--- config.mk ---
export PLATFORM = sky130hd
export DESIGN_NAME = ordered_array_list_top_flat
export DESIGN_NICKNAME = d
export VERILOG_FILES = /design/src/rtl/oal_pkg.sv /design/src/rtl/oal_if.sv /design/src/rtl/oal_ram.sv /design/src/rtl/oal_engine.sv /design/src/rtl/ordered_array_list_top.sv /design/src/flat_wrapper.sv
export SDC_FILE = /design/constraint.sdc
export NUM_CORES = 2
export LEC_CHECK = 0
export ABC_AREA = 1
export BUFFER_PORTS_ARGS = -buffer_cell sky130_fd_sc_hd__buf_2
export CELL_PAD_IN_SITES_DETAIL_PLACEMENT = 0
export CELL_PAD_IN_SITES_GLOBAL_PLACEMENT = 2
export CORE_MARGIN = 2
export CORE_UTILIZATION = 44
export CTS_CLUSTER_DIAMETER = 200
export DETAILED_ROUTE_END_ITERATION = 16
export MAX_ROUTING_LAYER = met4
export PLACE_DENSITY = 0.81
export SYNTH_ARGS = -nofsm -noshare
export SYNTH_HDL_FRONTEND = slang
export SYNTH_SLANG_ARGS = --single-unit
--- constraint.sdc ---
create_clock -name clk -period 5.6 [get_ports clk]
set_clock_uncertainty 0.1 [all_clocks]
set_input_delay 1.4 -clock clk [delete_from_list [all_inputs] [get_ports clk]]
set_output_delay 1.4 -clock clk [all_outputs]
set_load 0.005 [all_outputs]
--- src/rtl/oal_pkg.sv ---
// ============================================================================
// oal_pkg
// Shared command codes and item types for the ordered array list.
// ============================================================================
`default_nettype none

package oal_pkg;

	// Command codes carried in the command field of an input item.
	localparam logic [2:0] CMD_GET    = 3'd0;
	localparam logic [2:0] CMD_LOCATE = 3'd1;
	localparam logic [2:0] CMD_PRIOR  = 3'd2;
	localparam logic [2:0] CMD_NEXT   = 3'd3;
	localparam logic [2:0] CMD_INSERT = 3'd4;
	localparam logic [2:0] CMD_DELETE = 3'd5;
	localparam logic [2:0] CMD_CLEAR  = 3'd6;

	// Result status codes.
	localparam logic ST_OK  = 1'b0;
	localparam logic ST_ERR = 1'b1;

	// One input item.
	typedef struct packed {
		logic [2:0]         command;
		logic [6:0]         position;
		logic signed [31:0] value;
	} in_item_t;

	// One result item.
	typedef struct packed {
		logic               status;
		logic signed [31:0] value_out;
		logic [6:0]         found_position;
		logic [6:0]         entry_count;
		logic               is_empty;
	} out_item_t;

	// Engine status seen by the top level.
	typedef struct packed {
		logic idle;
		logic res_valid;
	} eng_stat_t;

endpackage

`default_nettype wire

--- src/rtl/oal_if.sv ---
// ============================================================================
// oal_if
// Valid/ready channels for command items and result items.
// ============================================================================
`default_nettype none

interface oal_req_if;
	logic               valid;
	logic               ready;
	logic [2:0]         command;
	logic [6:0]         position;
	logic signed [31:0] value;

	modport source (output valid, output command, output position, output value,
		input ready);
	modport sink (input valid, input command, input position, input value,
		output ready);
endinterface

interface oal_rsp_if;
	logic               valid;
	logic               ready;
	logic               status;
	logic signed [31:0] value_out;
	logic [6:0]         found_position;
	logic [6:0]         entry_count;
	logic               is_empty;

	modport source (output valid, output status, output value_out,
		output found_position, output entry_count, output is_empty, input ready);
	modport sink (input valid, input status, input value_out,
		input found_position, input entry_count, input is_empty, output ready);
endinterface

`default_nettype wire

--- src/rtl/oal_ram.sv ---
// ============================================================================
// oal_ram
// Generic simple dual-port RAM: one write port, one read port, registered read.
// ============================================================================
`default_nettype none

module oal_ram #(
	parameter int WIDTH = 32,
	parameter int DEPTH = 64
) (
	input  wire logic                     clk,
	input  wire logic                     we,
	input  wire logic [$clog2(DEPTH)-1:0] waddr,
	input  wire logic [WIDTH-1:0]         wdata,
	input  wire logic [$clog2(DEPTH)-1:0] raddr,
	output logic [WIDTH-1:0]              rdata
);

	logic [WIDTH-1:0] mem_q [DEPTH];

	// Write port and registered read port.
	always_ff @(posedge clk) begin
		if (we) begin
			mem_q[waddr] <= wdata;
		end
		rdata <= mem_q[raddr];
	end

endmodule

`default_nettype wire

--- src/rtl/oal_engine.sv ---
// ============================================================================
// oal_engine
// Command sequencer: walks the element RAM one entry per cycle with a single
// compare unit to read, search, shift up for insert and shift down for delete.
// ============================================================================
`default_nettype none

module oal_engine #(
	parameter int CAPACITY = 64
) (
	input  wire logic                        clk,
	input  wire logic                        arst_n,
	input  wire logic                        start,
	input  wire oal_pkg::in_item_t           item,
	input  wire logic                        res_ready,
	output oal_pkg::eng_stat_t               stat,
	output oal_pkg::out_item_t               result,
	output logic                             ram_we,
	output logic [$clog2(CAPACITY)-1:0]      ram_waddr,
	output logic [31:0]                      ram_wdata,
	output logic [$clog2(CAPACITY)-1:0]      ram_raddr,
	input  wire logic [31:0]                 ram_rdata
);

	import oal_pkg::*;

	localparam int AW = $clog2(CAPACITY);
	localparam int CW = $clog2(CAPACITY + 1);
	localparam int XW = ((CW > 7) ? CW : 7) + 1;

	localparam logic [1:0] S_IDLE = 2'd0;
	localparam logic [1:0] S_SCAN = 2'd1;
	localparam logic [1:0] S_PUT  = 2'd2;
	localparam logic [1:0] S_DONE = 2'd3;

	logic [1:0]         state_q;
	logic [2:0]         cmd_q;
	logic [AW-1:0]      pos0_q;
	logic [31:0]        val_q;
	logic [CW-1:0]      count_q;
	logic [AW-1:0]      raddr_q;
	logic [AW-1:0]      rlast_q;
	logic               rdown_q;
	logic               issue_q;
	logic               rv_s1;
	logic [AW-1:0]      ridx_s1;
	logic [31:0]        prev_q;
	logic               hit_q;
	logic               status_q;
	logic [31:0]        vout_q;
	logic [6:0]         fpos_q;

	logic [XW-1:0]      pos_x;
	logic [XW-1:0]      cnt_x;
	logic               get_ok;
	logic               ins_ok;
	logic [AW-1:0]      pos0;
	logic [AW-1:0]      last0;
	logic               is_last;
	logic               match;

	// Position checks against the current length.
	assign pos_x  = XW'(item.position);
	assign cnt_x  = XW'(count_q);
	assign get_ok = (pos_x != '0) && (pos_x <= cnt_x);
	assign ins_ok = (pos_x != '0) && (pos_x <= cnt_x + XW'(1))
		&& (count_q < CW'(CAPACITY));
	assign pos0   = AW'(item.position - 7'd1);
	assign last0  = AW'(count_q - CW'(1));

	// The shared compare unit and end-of-walk detection.
	assign match   = (ram_rdata == val_q);
	assign is_last = (ridx_s1 == rlast_q);

	// Read address follows the walk pointer.
	assign ram_raddr = raddr_q;

	// Write port: shift moves during the walk, the new value for insert.
	always_comb begin
		ram_we    = 1'b0;
		ram_waddr = ridx_s1;
		ram_wdata = ram_rdata;
		if (state_q == S_PUT) begin
			ram_we    = 1'b1;
			ram_waddr = pos0_q;
			ram_wdata = val_q;
		end else if (state_q == S_SCAN && rv_s1) begin
			if (cmd_q == CMD_INSERT) begin
				ram_we    = 1'b1;
				ram_waddr = AW'(ridx_s1 + AW'(1));
			end else if (cmd_q == CMD_DELETE && ridx_s1 != pos0_q) begin
				ram_we    = 1'b1;
				ram_waddr = AW'(ridx_s1 - AW'(1));
			end
		end
	end

	// Sequencer.
	always_ff @(posedge clk or negedge arst_n) begin
		if (!arst_n) begin
			state_q  <= S_IDLE;
			count_q  <= '0;
			issue_q  <= 1'b0;
			rv_s1    <= 1'b0;
			hit_q    <= 1'b0;
			status_q <= ST_ERR;
			vout_q   <= '0;
			fpos_q   <= '0;
			cmd_q    <= CMD_GET;
			pos0_q   <= '0;
			val_q    <= '0;
			raddr_q  <= '0;
			rlast_q  <= '0;
			rdown_q  <= 1'b0;
			ridx_s1  <= '0;
			prev_q   <= '0;
		end else begin
			unique case (state_q)
				S_IDLE: begin
					rv_s1 <= 1'b0;
					hit_q <= 1'b0;
					if (start) begin
						cmd_q    <= item.command;
						pos0_q   <= pos0;
						val_q    <= item.value;
						status_q <= ST_ERR;
						vout_q   <= '0;
						fpos_q   <= '0;
						state_q  <= S_DONE;
						unique case (item.command)
							CMD_GET: begin
								if (get_ok) begin
									raddr_q <= pos0;
									rlast_q <= pos0;
									rdown_q <= 1'b0;
									issue_q <= 1'b1;
									state_q <= S_SCAN;
								end
							end
							CMD_LOCATE, CMD_PRIOR: begin
								if (count_q != '0) begin
									raddr_q <= '0;
									rlast_q <= last0;
									rdown_q <= 1'b0;
									issue_q <= 1'b1;
									state_q <= S_SCAN;
								end
							end
							CMD_NEXT: begin
								if (count_q > CW'(1)) begin
									raddr_q <= '0;
									rlast_q <= last0;
									rdown_q <= 1'b0;
									issue_q <= 1'b1;
									state_q <= S_SCAN;
								end
							end
							CMD_INSERT: begin
								if (ins_ok) begin
									if (pos_x <= cnt_x) begin
										raddr_q <= last0;
										rlast_q <= pos0;
										rdown_q <= 1'b1;
										issue_q <= 1'b1;
										state_q <= S_SCAN;
									end else begin
										state_q <= S_PUT;
									end
								end
							end
							CMD_DELETE: begin
								if (get_ok) begin
									raddr_q <= pos0;
									rlast_q <= last0;
									rdown_q <= 1'b0;
									issue_q <= 1'b1;
									state_q <= S_SCAN;
								end
							end
							CMD_CLEAR: begin
								count_q  <= '0;
								status_q <= ST_OK;
							end
							default: begin
							end
						endcase
					end
				end

				S_SCAN: begin
					// Issue one read per cycle until the last entry of the walk.
					rv_s1   <= issue_q;
					ridx_s1 <= raddr_q;
					if (issue_q) begin
						if (raddr_q == rlast_q) begin
							issue_q <= 1'b0;
						end else if (rdown_q) begin
							raddr_q <= AW'(raddr_q - AW'(1));
						end else begin
							raddr_q <= AW'(raddr_q + AW'(1));
						end
					end
					// Act on the entry that came back from the RAM.
					if (rv_s1) begin
						prev_q <= ram_rdata;
						unique case (cmd_q)
							CMD_GET: begin
								vout_q   <= ram_rdata;
								status_q <= ST_OK;
								state_q  <= S_DONE;
							end
							CMD_LOCATE: begin
								if (match) begin
									fpos_q   <= 7'({1'b0, ridx_s1} + (AW + 1)'(1));
									status_q <= ST_OK;
									state_q  <= S_DONE;
								end else if (is_last) begin
									state_q <= S_DONE;
								end
							end
							CMD_PRIOR: begin
								if (match && ridx_s1 != '0) begin
									vout_q   <= prev_q;
									status_q <= ST_OK;
									state_q  <= S_DONE;
								end else if (is_last) begin
									state_q <= S_DONE;
								end
							end
							CMD_NEXT: begin
								if (hit_q) begin
									vout_q   <= ram_rdata;
									status_q <= ST_OK;
									state_q  <= S_DONE;
								end else if (is_last) begin
									state_q <= S_DONE;
								end else if (match) begin
									hit_q <= 1'b1;
								end
							end
							CMD_INSERT: begin
								if (is_last) begin
									state_q <= S_PUT;
								end
							end
							CMD_DELETE: begin
								if (ridx_s1 == pos0_q) begin
									vout_q <= ram_rdata;
								end
								if (is_last) begin
									count_q  <= CW'(count_q - CW'(1));
									status_q <= ST_OK;
									state_q  <= S_DONE;
								end
							end
							default: begin
								state_q <= S_DONE;
							end
						endcase
					end
				end

				S_PUT: begin
					count_q  <= CW'(count_q + CW'(1));
					status_q <= ST_OK;
					state_q  <= S_DONE;
				end

				S_DONE: begin
					issue_q <= 1'b0;
					rv_s1   <= 1'b0;
					if (res_ready) begin
						state_q <= S_IDLE;
					end
				end

				default: begin
					state_q <= S_IDLE;
				end
			endcase
		end
	end

	// Status and result toward the top level.
	assign stat.idle      = (state_q == S_IDLE);
	assign stat.res_valid = (state_q == S_DONE);

	assign result.status         = status_q;
	assign result.value_out      = vout_q;
	assign result.found_position = fpos_q;
	assign result.entry_count    = 7'(count_q);
	assign result.is_empty       = (count_q == '0);

endmodule

`default_nettype wire

--- src/rtl/ordered_array_list_top.sv ---
// ============================================================================
// ordered_array_list_top
// Bounded positional list of signed 32-bit values with get, locate, prior,
// next, insert, delete and clear commands.
// ============================================================================
`default_nettype none

// The list lives in one RAM of CAPACITY entries that is read once per cycle,
// so one item at a time is in work and req.ready is low until its result has
// been handed on. With n elements stored: get reads one entry, clear and
// rejected commands read none, locate, prior and next walk up to n entries,
// insert at a position p of at most n walks entries n down to p and an
// append writes its value directly, and delete at position p walks entries
// p to n. The finished result sits in an output register, so a new item is
// taken while a result still waits for rsp.ready. No clearing pass follows
// reset; only entries below the current length are ever read.
module ordered_array_list_top #(
	parameter int CAPACITY = 64
) (
	input  wire logic   clk,
	input  wire logic   arst_n,
	oal_req_if.sink     req,
	oal_rsp_if.source   rsp
);

	import oal_pkg::*;

	localparam int AW = $clog2(CAPACITY);

	in_item_t           item;
	eng_stat_t          stat;
	out_item_t          result;
	out_item_t          out_q;
	logic               rsp_valid_q;
	logic               start;
	logic               res_ready;
	logic               ram_we;
	logic [AW-1:0]      ram_waddr;
	logic [31:0]        ram_wdata;
	logic [AW-1:0]      ram_raddr;
	logic [31:0]        ram_rdata;

	// Input handshake.
	assign item.command  = req.command;
	assign item.position = req.position;
	assign item.value    = req.value;
	assign req.ready     = stat.idle;
	assign start         = req.valid && stat.idle;

	// The output register frees the engine as soon as a result is taken over.
	assign res_ready = !rsp_valid_q || rsp.ready;

	always_ff @(posedge clk or negedge arst_n) begin
		if (!arst_n) begin
			rsp_valid_q <= 1'b0;
		end else if (res_ready) begin
			rsp_valid_q <= stat.res_valid;
		end
	end

	always_ff @(posedge clk) begin
		if (res_ready && stat.res_valid) begin
			out_q <= result;
		end
	end

	assign rsp.valid          = rsp_valid_q;
	assign rsp.status         = out_q.status;
	assign rsp.value_out      = out_q.value_out;
	assign rsp.found_position = out_q.found_position;
	assign rsp.entry_count    = out_q.entry_count;
	assign rsp.is_empty       = out_q.is_empty;

	// Command sequencer.
	oal_engine #(
		.CAPACITY (CAPACITY)
	) u_engine (
		.clk       (clk),
		.arst_n    (arst_n),
		.start     (start),
		.item      (item),
		.res_ready (res_ready),
		.stat      (stat),
		.result    (result),
		.ram_we    (ram_we),
		.ram_waddr (ram_waddr),
		.ram_wdata (ram_wdata),
		.ram_raddr (ram_raddr),
		.ram_rdata (ram_rdata)
	);

	// Element store.
	oal_ram #(
		.WIDTH (32),
		.DEPTH (CAPACITY)
	) u_store (
		.clk   (clk),
		.we    (ram_we),
		.waddr (ram_waddr),
		.wdata (ram_wdata),
		.raddr (ram_raddr),
		.rdata (ram_rdata)
	);

endmodule

`default_nettype wire
--- src/flat_wrapper.sv ---
// flat-port wrapper written by rule: the top's interface ports become plain ports
module ordered_array_list_top_flat import oal_pkg::*;
#(
	parameter int CAPACITY = 64
)
  (clk, arst_n, req_valid, req_command, req_position, req_value, req_ready, rsp_valid, rsp_status, rsp_value_out, rsp_found_position, rsp_entry_count, rsp_is_empty, rsp_ready);
  oal_req_if req_i ();
  oal_rsp_if rsp_i ();
  input  wire logic clk;
  input  wire logic arst_n;
  input wire logic [$bits(req_i.valid)-1:0] req_valid;
  input wire logic [$bits(req_i.command)-1:0] req_command;
  input wire logic [$bits(req_i.position)-1:0] req_position;
  input wire logic [$bits(req_i.value)-1:0] req_value;
  output wire logic [$bits(req_i.ready)-1:0] req_ready;
  output wire logic [$bits(rsp_i.valid)-1:0] rsp_valid;
  output wire logic [$bits(rsp_i.status)-1:0] rsp_status;
  output wire logic [$bits(rsp_i.value_out)-1:0] rsp_value_out;
  output wire logic [$bits(rsp_i.found_position)-1:0] rsp_found_position;
  output wire logic [$bits(rsp_i.entry_count)-1:0] rsp_entry_count;
  output wire logic [$bits(rsp_i.is_empty)-1:0] rsp_is_empty;
  input wire logic [$bits(rsp_i.ready)-1:0] rsp_ready;
  assign req_i.valid = req_valid;
  assign req_i.command = req_command;
  assign req_i.position = req_position;
  assign req_i.value = req_value;
  assign req_ready = req_i.ready;
  assign rsp_valid = rsp_i.valid;
  assign rsp_status = rsp_i.status;
  assign rsp_value_out = rsp_i.value_out;
  assign rsp_found_position = rsp_i.found_position;
  assign rsp_entry_count = rsp_i.entry_count;
  assign rsp_is_empty = rsp_i.is_empty;
  assign rsp_i.ready = rsp_ready;
  ordered_array_list_top #(.CAPACITY(CAPACITY)) u_core (.clk(clk), .arst_n(arst_n), .req(req_i), .rsp(rsp_i));
endmodule
==> impl_metrics.tcl <==
set metrics [dict create \
    run_status "finished, final reports clean" \
    io_buffers 95 \
    post-place-ws_ps 1650 \
    grt_remaining_overflow 0 \
    grt_max_degree 153 \
    core_um2 207000 \
    min_period_ps 3940 \
    slew_violations 0 \
    synth_edf_count 2096 \
    slew_headroom_pct 3.93 \
    fin_ws_ps 1660 \
    cts-hold-fix-buffers 0 \
    seq_area_frac_synth_pct 73.6 \
    grt_antenna_before_repair 13 \
    worstPathRequired_ps 6200 \
    syn_inst 7418 \
    die_w_um 459 \
    vias 61600 \
    synth_top_area_share_pct 69.0 \
    hold_viol 0 \
    cts_sinks 2273 \
    worstMarginPinSlew_ps 1440 \
    synth-seq-cells 2273 \
    clockBufferDepth 3 \
    rsz0062_at_grt "no" \
    cts_buffers 228 \
    wl_per_cell_um 28.0 \
    synth_nets 7497 \
    dieArea_um2 211000 \
    final_cell_mix "2096 x edfxtp_1, 1322 x o21ai_0, 1206 x nor2_1, 789 x nand2_1, 574 x o22ai_1" \
    rr_startpoint "u_core.u_engine.state_q[1]$_DFFE_PN0P_" \
    gp_congestion 0.896 \
    detailed_place_hpwl_um 169000 \
    hold_path_class "in2async" \
    pwr_density_cell_nw_per_um2 601 \
    synth_flop_cell "edfxtp_1" \
    clk_latency_ps 880 \
    grt_pass1_vias 57500 \
    final_antenna_net_count 0 \
    crit_path_start_kind "register" \
    switching_share_pct 40.6 \
    rr_worst_depth 10 \
    setup_violations 0 \
    drv_cap 0 \
    fin_nets 7506 \
    ys_async_sr_fraction_pct 6.38 \
    seqPwrFrac_pct 39.3 \
    critical_path_class "reg2reg" \
    crit_arrival_ps 4540 \
    htreeDepth 4 \
    p_int_mw 36.8 \
    regToRegSetupSlack_ps 1660 \
    endpoint_kind "register" \
    io_pins 96 \
    ir_drop_mv 0.407 \
    crit_fanout 64 \
    final_common_cell "edfxtp_1" \
    die_h_um 459 \
    clockRootBuffer "clkbuf_16" \
    syn_avg_cell_area_um2 12.3 \
    synth_area_leaders "edfxtp_1 69%, o21ai_0 7.4%, nor2_1 5.2%" \
    pwr-share-comb_pct 36.1 \
    vias_per_cell 5.96 \
    syn_area_um2 91300 \
    cts_resized 0 \
    total_leakage_power_nw 34.7 \
    area_growth_pct 13.2 \
    fillers 17800 \
    grt_pass1_wl_um 414000 \
    cts_tree "yes" \
    grt_usage_pct 27.7 \
    start_util_pct 44.2 \
    switchingPower_mw 25.2 \
    yosys_warnings 0 \
    dr.pass1.iters 6 \
    fin_crit_sh_pct 70.4 \
    clockPowerShare_pct 24.6 \
    rows 167 \
    worst_r2r_endpoint "u_core.u_engine.vout_q[17]$_DFFE_PN0P_" \
    synth.distinct_cells 49 \
    clock.fmax_mhz 254 \
    setup_tns_ps 0 \
    drt_iter0_drc 8352 \
    clk_pin_slew_ps 60 \
    route.detailed.drc 0 \
    cts_setup_buffers 0 \
    drive_above_1_share_pct 10.4 \
    yosys.area.top_type "edfxtp_1" \
    totalWireLength_um 289000 \
]
-- cell families (layout without fill, tap and decap cells) --
kind of cell	Yosys count	after routing	share of synthesized area, %
other	0	10	0
adder cells (fa/ha/maj)	33	33	0.461
buffers and inverters	647	851	2.84
flip-flops	2273	2273	73.6
XOR/XNOR	33	33	0.317
multiplexers	1	1	0.0110
AO/OA/AOI/OAI	2089	2089	12.5
AND/OR/NAND/NOR	2342	2342	10.3
-- critical path, stage by stage, from the launching register on --
cell	delay [ps]
dfrtp_1	460
inv_1	160
ha_2	220
buf_4	580
inv_1	570
o21ai_0	480
nor2_1	120
nand3_1	90
a21oi_1	50
nand2_2	720
o21ai_0	170
-- registers in the layout (all words and copies together), names as in the netlist, 2 cells and up --
name and flops:
u_core.rsp.value_out 32, u_core.u_engine.prev_q 32, u_core.u_engine.ram_raddr 6, u_core.u_store.mem_q 2048, u_core.u_engine.state_q 2, u_core.u_engine.vout_q 32, u_core.u_engine.pos0_q 6, u_core.u_engine.rlast_q 6
u_core.u_engine.val_q 32, u_core.u_engine.fpos_q 7, u_core.rsp.found_position 7, u_core.rsp.entry_count 7, u_core.u_engine.cmd_q 3, u_core.u_store.rdata 32, u_core.u_engine.count_q 7, u_core.u_engine.ridx_s1 6
-- cells in the mapped netlist, types with 19 or more instances --
cell / n
edfxtp_1: 2096
o21ai_0: 1354
nor2_1: 1268
nand2_1: 791
o22ai_1: 574
clkbuf_1: 352
nand3_1: 195
dfrtp_1: 144
inv_1: 130
buf_2: 104
o211ai_1: 54
a21oi_1: 53
buf_1: 37
dfxtp_1: 32
ha_1: 32
o21ai_1: 29
xor2_1: 19
-- through the flow --
| stage | util [%] | area, um^2 | hold slack, ps | cells | total power, mW |
|---|---|---|---|---|---|
| 2_1_floorplan | - | 91300 | 320 | 7418 | 36.2 |
| 3_3_place_gp | 46.3 | 95800 | 335 | 9900 | 46.5 |
| 3_5_place_dp | 46.4 | 95800 | 331 | 9901 | 46.8 |
| 4_1_cts | 50.0 | 103000 | 271 | 10300 | 61.9 |
| 5_1_grt | 50.0 | 103000 | 313 | 10300 | 64.4 |
| 6_report | 50.0 | 103000 | 329 | 10300 | 62.0 |
-- power groups by stage --
| stage | clock (mW) | combinational, mW | sequential, mW |
|---|---|---|---|
| 5_1_grt | 16.1 | 23.8 | 24.5 |
| 3_3_place_gp | 0 | 21.9 | 24.7 |
| 3_5_place_dp | 0 | 22.1 | 24.7 |
| 2_1_floorplan | 0 | 11.5 | 24.7 |
| 4_1_cts | 15.4 | 22.1 | 24.3 |
| 6_report | 15.3 | 22.4 | 24.4 |
-- worst max-delay path by stage --
stage / startpoint / end / depth (start not counted)
after floorplan: u_core.u_engine.state_q[0]$_DFFE_PN0P_ / u_core.u_store.mem_q[0][24]$_DFFE_PP_ / 6
after global placement: u_core.u_engine.ram_raddr[0]$_DFFE_PN0P_ / u_core.u_store.rdata[22]$_DFF_P_ / 9
after detailed placement: u_core.u_engine.ram_raddr[1]$_DFFE_PN0P_ / u_core.u_store.rdata[16]$_DFF_P_ / 10
after CTS: u_core.u_engine.ram_raddr[1]$_DFFE_PN0P_ / u_core.u_store.rdata[16]$_DFF_P_ / 10
after global routing: u_core.u_engine.state_q[1]$_DFFE_PN0P_ / u_core.u_engine.vout_q[2]$_DFFE_PN0P_ / 11
final: u_core.u_engine.state_q[1]$_DFFE_PN0P_ / u_core.u_engine.vout_q[17]$_DFFE_PN0P_ / 10
-- routing by layer --
layer / vias to the layer above / wire, um / global-route usage [%]
met1: 31200 / 124000 / 39.4
met2: 2930 / 129000 / 40.8
met5: - / 0 / -
met3: 426 / 25500 / 4.62
met4: 0 / 10100 / 9.01
li1: 27100 / - / -
-- layout make-up --
type                            instances  area, um^2  share of cell area (%)
Clock inverter                        111        1190                    1.15
Multi-Input combinational cell       4498       22300                    21.6
Clock buffer                          314        6280                    6.08
Timing Repair Buffer                  280        2250                    2.18
Antenna cell                           10        25.0                  0.0242
Sequential cell                      2273       67200                    65.1
Tap cell                             2704        3380                    3.28
Inverter                              146         576                   0.557
Note: power is estimated with default switching activity, not from simulation.
